$ cat src/hdl/assert_macros.svh
// Assertion macros shared by the polygon centroid RTL.
`ifndef ASSERT_MACROS_SVH
`define ASSERT_MACROS_SVH

// The consequent must hold in the same cycle as the antecedent.
`define PC_ASSERT_IMP(lbl, ante, cons, msg) \
  lbl: assert property (@(posedge clk) disable iff (rst) (ante) |-> (cons)) else $error(msg);

// The consequent must hold in the cycle after the antecedent.
`define PC_ASSERT_NXT(lbl, ante, cons, msg) \
  lbl: assert property (@(posedge clk) disable iff (rst) (ante) |=> (cons)) else $error(msg);

`endif

$ cat src/hdl/pc_pkg.sv
// Shared constants, codes and controller/datapath interface types for the centroid block.
package pc_pkg;

  localparam int COORD_BITS       = 16;
  localparam int MAX_VERTICES_DEF = 64;
  localparam int AREA_BITS        = 40;
  localparam int MOMENT_BITS      = 56;
  localparam int DEN_BITS         = AREA_BITS + 2;
  localparam int PROD_BITS        = 2 * COORD_BITS;
  localparam int CROSS_BITS       = PROD_BITS + 1;
  localparam int SUM_BITS         = COORD_BITS + 1;
  localparam int TERM_BITS        = SUM_BITS + CROSS_BITS;

  // Result status codes.
  typedef enum logic [1:0] {
    ST_VALID     = 2'd0,
    ST_ZERO_AREA = 2'd1,
    ST_OVERFLOW  = 2'd2
  } status_t;

  // Commands from the controller to the datapath.
  typedef struct packed {
    logic    load;        // vertex transfer: latch vertex, set up its edge
    logic    load_close;  // set up the closing edge back to the first vertex
    logic    term_en;     // cross and moment terms are being registered
    logic    start_x;     // start dividing the x moment
    logic    start_y;     // start dividing the y moment
    logic    take_x;      // capture the x quotient
    logic    take_y;      // capture the y quotient
    logic    write;       // load the output register and clear the sums
    status_t status;      // status of the result being written
  } dp_cmd_t;

  // Status from the datapath to the controller.
  typedef struct packed {
    logic cnt_zero;   // no vertex received yet in this polygon
    logic cnt_full;   // MAX_VERTICES or more vertices received
    logic area_zero;  // doubled area sums to zero
    logic div_done;   // divider finished this cycle
    logic out_free;   // output register can take a result
  } dp_sts_t;

endpackage

$ cat src/hdl/pc_ctrl.sv
// Controller state machine sequencing edges, the closing edge, division and result write.
module pc_ctrl (
  input  logic            clk,
  input  logic            rst,
  input  logic            in_valid,
  input  logic            in_last,
  output logic            in_ready,
  input  pc_pkg::dp_sts_t sts,
  output pc_pkg::dp_cmd_t cmd
);

  `include "assert_macros.svh"

  typedef enum logic [3:0] {
    S_IDLE,
    S_MUL,
    S_CROSS,
    S_SETTLE,
    S_CHECK,
    S_STARTX,
    S_WAITX,
    S_STARTY,
    S_WAITY,
    S_WRITE
  } state_t;

  state_t          state;
  logic            close_pend;
  logic            last_r;
  pc_pkg::status_t status_r;
  logic            accept;

  assign in_ready = (state == S_IDLE);
  assign accept   = in_valid && in_ready;

  // State and registered flags.
  always_ff @(posedge clk) begin
    if (rst) begin
      state      <= S_IDLE;
      close_pend <= 1'b0;
      last_r     <= 1'b0;
      status_r   <= pc_pkg::ST_VALID;
    end else begin
      case (state)
        S_IDLE: begin
          if (accept) begin
            last_r     <= in_last;
            close_pend <= in_last;
            if (in_last && sts.cnt_full) begin
              status_r <= pc_pkg::ST_OVERFLOW;
              state    <= S_WRITE;
            end else if (!sts.cnt_zero && !sts.cnt_full) begin
              state <= S_MUL;
            end else if (in_last) begin
              // A lone vertex has no area; the sums are still clear.
              state <= S_CHECK;
            end
          end
        end
        S_MUL: begin
          state <= S_CROSS;
        end
        S_CROSS: begin
          if (close_pend) begin
            close_pend <= 1'b0;
            state      <= S_MUL;
          end else if (last_r) begin
            state <= S_SETTLE;
          end else begin
            state <= S_IDLE;
          end
        end
        S_SETTLE: begin
          state <= S_CHECK;
        end
        S_CHECK: begin
          if (sts.area_zero) begin
            status_r <= pc_pkg::ST_ZERO_AREA;
            state    <= S_WRITE;
          end else begin
            status_r <= pc_pkg::ST_VALID;
            state    <= S_STARTX;
          end
        end
        S_STARTX: begin
          state <= S_WAITX;
        end
        S_WAITX: begin
          if (sts.div_done) state <= S_STARTY;
        end
        S_STARTY: begin
          state <= S_WAITY;
        end
        S_WAITY: begin
          if (sts.div_done) state <= S_WRITE;
        end
        S_WRITE: begin
          if (sts.out_free) begin
            last_r <= 1'b0;
            state  <= S_IDLE;
          end
        end
        default: begin
          state <= S_IDLE;
        end
      endcase
    end
  end

  // Commands decoded from the state.
  always_comb begin
    cmd            = '0;
    cmd.status     = status_r;
    cmd.load       = accept;
    cmd.term_en    = (state == S_CROSS);
    cmd.load_close = (state == S_CROSS) && close_pend;
    cmd.start_x    = (state == S_STARTX);
    cmd.start_y    = (state == S_STARTY);
    cmd.take_x     = (state == S_WAITX) && sts.div_done;
    cmd.take_y     = (state == S_WAITY) && sts.div_done;
    cmd.write      = (state == S_WRITE) && sts.out_free;
  end

  `PC_ASSERT_IMP(a_ctrl_div_nonzero, cmd.start_x || cmd.start_y, !sts.area_zero, "zero divisor")
  `PC_ASSERT_NXT(a_ctrl_hold_after_last, accept && in_last, !in_ready, "vertex taken too early")

endmodule
$ cat config.mk
export PLATFORM = sky130hd
export DESIGN_NAME = pc_ctrl
export DESIGN_NICKNAME = d
export VERILOG_FILES = /design/src/hdl/pc_pkg.sv /design/src/hdl/pc_ctrl.sv
export VERILOG_INCLUDE_DIRS = /design/src /design/src/hdl
export SDC_FILE = /design/constraint.sdc
export NUM_CORES = 1
export LEC_CHECK = 0
export ABC_AREA = 1
export BUFFER_PORTS_ARGS = -buffer_cell sky130_fd_sc_hd__buf_2
export CAP_MARGIN = 15
export CORE_AREA = 4 4 41 43
export DETAILED_ROUTE_END_ITERATION = 10
export DIE_AREA = 0 0 45 47
export HOLD_SLACK_MARGIN = 0.06
export PLACE_DENSITY = 0.73
export SLEW_MARGIN = 20
export SYNTH_ARGS = -nofsm -noshare
export SYNTH_HDL_FRONTEND = slang
export SYNTH_SLANG_ARGS = --single-unit
export TNS_END_PERCENT = 50
$ cat constraint.sdc
create_clock -name clk -period 3.73 [get_ports clk]
set_input_delay 0.5595 -clock clk [delete_from_list [all_inputs] [get_ports clk]]
set_output_delay 0.5595 -clock clk [all_outputs]
set_load 0.02 [all_outputs]
==> impl_metrics.prom <==
# TYPE chip_impl_metric gauge
chip_impl_info{name="outcome",value="finished, final reports clean"} 1
chip_impl_metric{name="dr.first_iter.drc_count",unit=""} 24
chip_impl_metric{name="ir_worst_vdd",unit="V"} 0.0004041
chip_impl_metric{name="avgRoutedWirePerCell",unit="um"} 11.18
chip_impl_metric{name="final.setup.tns",unit="ns"} 0
chip_impl_metric{name="placeableCoreArea",unit="sq mm"} 0.001301
chip_impl_metric{name="rrSetupSlack",unit="ns"} 2.41
chip_impl_metric{name="timing.final.crit_period",unit="ns"} 1.896
chip_impl_metric{name="fillers",unit=""} 132
chip_impl_metric{name="largest_net_degree_at_the_start_of_global_routing",unit=""} 8
chip_impl_metric{name="worstPathRequired",unit="ns"} 3.17
chip_impl_info{name="timing_worst_setup_path_type",value="reg -> out"} 1
chip_impl_metric{name="flow.area_growth_from_synthesis",unit="%"} 21.11
chip_impl_metric{name="htree_levels",unit=""} 1
chip_impl_metric{name="tritoncts_buffers",unit=""} 3
chip_impl_info{name="worstSetupEndpointType",value="primary output"} 1
chip_impl_metric{name="drive_gt1_share",unit="%"} 39.67
chip_impl_metric{name="synth-xor-area-share",unit="%"} 0
chip_impl_metric{name="route.detailed.drc",unit=""} 0
chip_impl_metric{name="placement_rows",unit=""} 13
chip_impl_metric{name="nets",unit=""} 132
chip_impl_metric{name="report.final.hold_viol_count",unit=""} 0
chip_impl_metric{name="netlist-cell-type-count",unit=""} 18
chip_impl_metric{name="initial_core_util",unit="%"} 46.92
chip_impl_metric{name="cp_max_fo",unit=""} 6
chip_impl_metric{name="critPathArrivalTime",unit="ns"} 1.34
chip_impl_metric{name="io_pins",unit=""} 20
chip_impl_metric{name="route.vias.total",unit=""} 658
chip_impl_metric{name="grt_pass1_vias",unit=""} 577
chip_impl_metric{name="cellLeakagePower",unit="nW"} 0.4274
chip_impl_metric{name="final_core_util",unit="%"} 56.83
chip_impl_metric{name="timing_worst_slew_pin_value",unit="ns"} 0.3886
chip_impl_metric{name="synth_simple_gate_area_share",unit="%"} 53.28
chip_impl_info{name="cp-start-kind",value="flip-flop"} 1
chip_impl_metric{name="share_of_synthesized_area_occupied_by_flip_flops_and_latches",unit="%"} 26.23
chip_impl_metric{name="post_cts_buffers",unit=""} 0
chip_impl_metric{name="slew_headroom",unit="%"} 73.82
chip_impl_metric{name="postSynthAreaPerCell",unit="sq um"} 6.106
chip_impl_metric{name="synth_compound_gate_area_share",unit="%"} 7.582
chip_impl_metric{name="grt_use_total",unit="%"} 16.56
chip_impl_metric{name="period_share",unit="%"} 50.82
chip_impl_metric{name="yosys.area.top_type_share",unit="%"} 26.23
chip_impl_metric{name="slew_viol_final",unit=""} 0
chip_impl_info{name="clk_root_buffer_cell",value="sky130_fd_sc_hd__clkbuf_4"} 1
chip_impl_metric{name="maxCapViolations",unit=""} 0
chip_impl_metric{name="grt_remaining_overflow",unit=""} 0
chip_impl_metric{name="cts_max_path_buffers",unit=""} 2
chip_impl_metric{name="fmax",unit="MHz"} 527.6
chip_impl_metric{name="seq_cell_area",unit="sq um"} 160.2
chip_impl_metric{name="synthesis.yosys.warnings",unit=""} 0
chip_impl_metric{name="ant_nets",unit=""} 0
chip_impl_info{name="yosysTopAreaCell",value="sky130_fd_sc_hd__dfxtp_1"} 1
chip_impl_metric{name="die_w",unit="um"} 45
chip_impl_metric{name="floorplan.die.height",unit="um"} 47
chip_impl_metric{name="antenna_violations_before_repair",unit=""} 0
chip_impl_metric{name="postSynthCellCount",unit=""} 100
chip_impl_metric{name="die_area",unit="sq mm"} 0.002115
chip_impl_metric{name="tritoncts_num_sinks",unit=""} 8
chip_impl_metric{name="wire_length_of_the_first_global_routing_pass",unit="um"} 2428
chip_impl_metric{name="dpl.hpwl",unit="um"} 1263
chip_impl_metric{name="final-setup-viol-count",unit=""} 0
chip_impl_metric{name="synth_fa_ha_area_share",unit="%"} 0
chip_impl_info{name="synth_top_family_by_area",value="simple AND/OR/NAND/NOR gates"} 1
chip_impl_metric{name="drt_total_wl",unit="um"} 1521
chip_impl_metric{name="cts-resized-gates",unit=""} 0
chip_impl_info{name="tritoncts",value="done"} 1
chip_impl_info{name="post_synth_main_area_contributors",value="sky130_fd_sc_hd__dfxtp_1 (26%), sky130_fd_sc_hd__nand2_1 (10%), sky130_fd_sc_hd__nand3_1 (9.0%)"} 1
chip_impl_info{name="class_of_the_worst_hold_path",value="reg -> reg"} 1
chip_impl_metric{name="gpl.final_weighted_congestion",unit=""} 0.8672
chip_impl_metric{name="multiInputGateArea",unit="sq um"} 371.6
chip_impl_metric{name="via_density_per_instance",unit=""} 4.838
chip_impl_metric{name="cts_hold_buf",unit=""} 0
chip_impl_metric{name="path_clk_slew",unit="ns"} 0.06
chip_impl_metric{name="diodes",unit=""} 0
chip_impl_metric{name="synth.ff_latch_count",unit=""} 8
chip_impl_metric{name="timing.clock.skew",unit="ns"} 0.002427
chip_impl_metric{name="drt-pass1-iter-count",unit=""} 4
chip_impl_metric{name="placement.io_buffers",unit=""} 19
chip_impl_metric{name="clock_insertion_delay_worst_skew",unit="ns"} 0.26
chip_impl_metric{name="synth_nets",unit=""} 109
chip_impl_metric{name="muxShareOfSynthArea",unit="%"} 0
chip_impl_info{name="unrepaired_setup_endpoints_after_global_routing",value="no"} 1
chip_impl_metric{name="syn-cell-area",unit="sq um"} 610.6
chip_impl_metric{name="powerDensity",unit="mW/mm^2"} 826.3
==> worst max-delay path, stage by stage, from the launching register on <==
cell and delay [ns]:
sky130_fd_sc_hd__dfxtp_1 0.36, sky130_fd_sc_hd__nor2_2 0.26, sky130_fd_sc_hd__nand2_2 0.11, sky130_fd_sc_hd__inv_2 0.08, sky130_fd_sc_hd__nand2_2 0.06, sky130_fd_sc_hd__inv_2 0.05
sky130_fd_sc_hd__buf_2 0.15
==> through the flow <==
| step | std cells | setup slack, ns | hold slack [ns] | total power, mW | cell area, sq um |
|---|---|---|---|---|---|
| after global placement | 133 | 2.092 | 0.4795 | 0.5417 | 716.9 |
| after CTS | 136 | 1.818 | 0.4961 | 0.6146 | 739.5 |
| after floorplan | 100 | 2.124 | 0.4599 | 0.4618 | 610.6 |
| final | 136 | 1.834 | 0.4961 | 0.6110 | 739.5 |
| after global routing | 136 | 1.738 | 0.5509 | 0.6688 | 739.5 |
| after detailed placement | 133 | 2.105 | 0.4865 | 0.5427 | 716.9 |
==> state kept, by name (all words and copies together), names as in the netlist <==
signal      cells
status_r        2
state           4
close_pend      1
last_r          1
==> routing by layer <==
metal / track usage [%] / wire length [um] / vias up
met2: 23.45 / 664 / 22
met5: 0 / 0 / -
met3: 3.831 / 107 / 3
li1: - / - / 358
met1: 21.79 / 717 / 275
met4: 12.28 / 31 / 0
==> synthesized netlist by cell type <==
| library cell | count |
|---|---|
| sky130_fd_sc_hd__nand2_1 | 17 |
| sky130_fd_sc_hd__nor2_1 | 14 |
| sky130_fd_sc_hd__inv_1 | 11 |
| sky130_fd_sc_hd__nand3_1 | 11 |
| sky130_fd_sc_hd__dfxtp_1 | 8 |
| sky130_fd_sc_hd__inv_2 | 8 |
| sky130_fd_sc_hd__nor2_2 | 8 |
| sky130_fd_sc_hd__a21oi_1 | 5 |
| sky130_fd_sc_hd__nand2_2 | 5 |
| sky130_fd_sc_hd__o21ai_0 | 3 |
| sky130_fd_sc_hd__nand2_4 | 2 |
| sky130_fd_sc_hd__nand4_1 | 2 |
| sky130_fd_sc_hd__a31oi_1 | 1 |
| sky130_fd_sc_hd__buf_4 | 1 |
| sky130_fd_sc_hd__nand3_2 | 1 |
| sky130_fd_sc_hd__nand3b_2 | 1 |
| sky130_fd_sc_hd__nor2_4 | 1 |
| sky130_fd_sc_hd__nor3_1 | 1 |
==> kinds of logic (layout without fill, tap and decap cells) <==
group,after synthesis,after routing
and+or+nand+nor,63,63
buffers and inverters,20,41
DFF,8,8
AOI/OAI and AO/OA,9,9
==> cell usage in the layout, fill, tap and decap left out, types with 3 or more instances in the layout <==
cell                       count
sky130_fd_sc_hd__a21oi_1       5
sky130_fd_sc_hd__buf_2        19
sky130_fd_sc_hd__clkbuf_4      3
sky130_fd_sc_hd__dfxtp_1       8
sky130_fd_sc_hd__inv_1        11
sky130_fd_sc_hd__inv_2         8
sky130_fd_sc_hd__nand2_1      17
sky130_fd_sc_hd__nand2_2       5
sky130_fd_sc_hd__nand3_1      11
sky130_fd_sc_hd__nor2_1       14
sky130_fd_sc_hd__nor2_2        8
sky130_fd_sc_hd__o21ai_0       3
==> power by group <==
group	internal (mW)	switching (mW)
clock network	0.0370	0.0315
logic	0.130	0.262
registers	0.115	0.0357
total	0.282	0.329
==> cell type report <==
cell class,instances,share of cell area (%)
Timing Repair Buffer,19,12.86
Clock buffer,3,3.046
Multi-Input combinational cell,72,50.25
Inverter,19,9.645
Sequential cell,8,21.66
Tap cell,15,2.538
==> path summary, 6_finish.rpt <==
path	from	endpoint	cells past startpoint
max	state[2]	cmd[9]	6
min	close_pend	close_pend	2
max reg2reg	state[2]	state[0]	8
min reg2reg	close_pend	close_pend	2
Note: power is estimated with default switching activity, not from simulation.
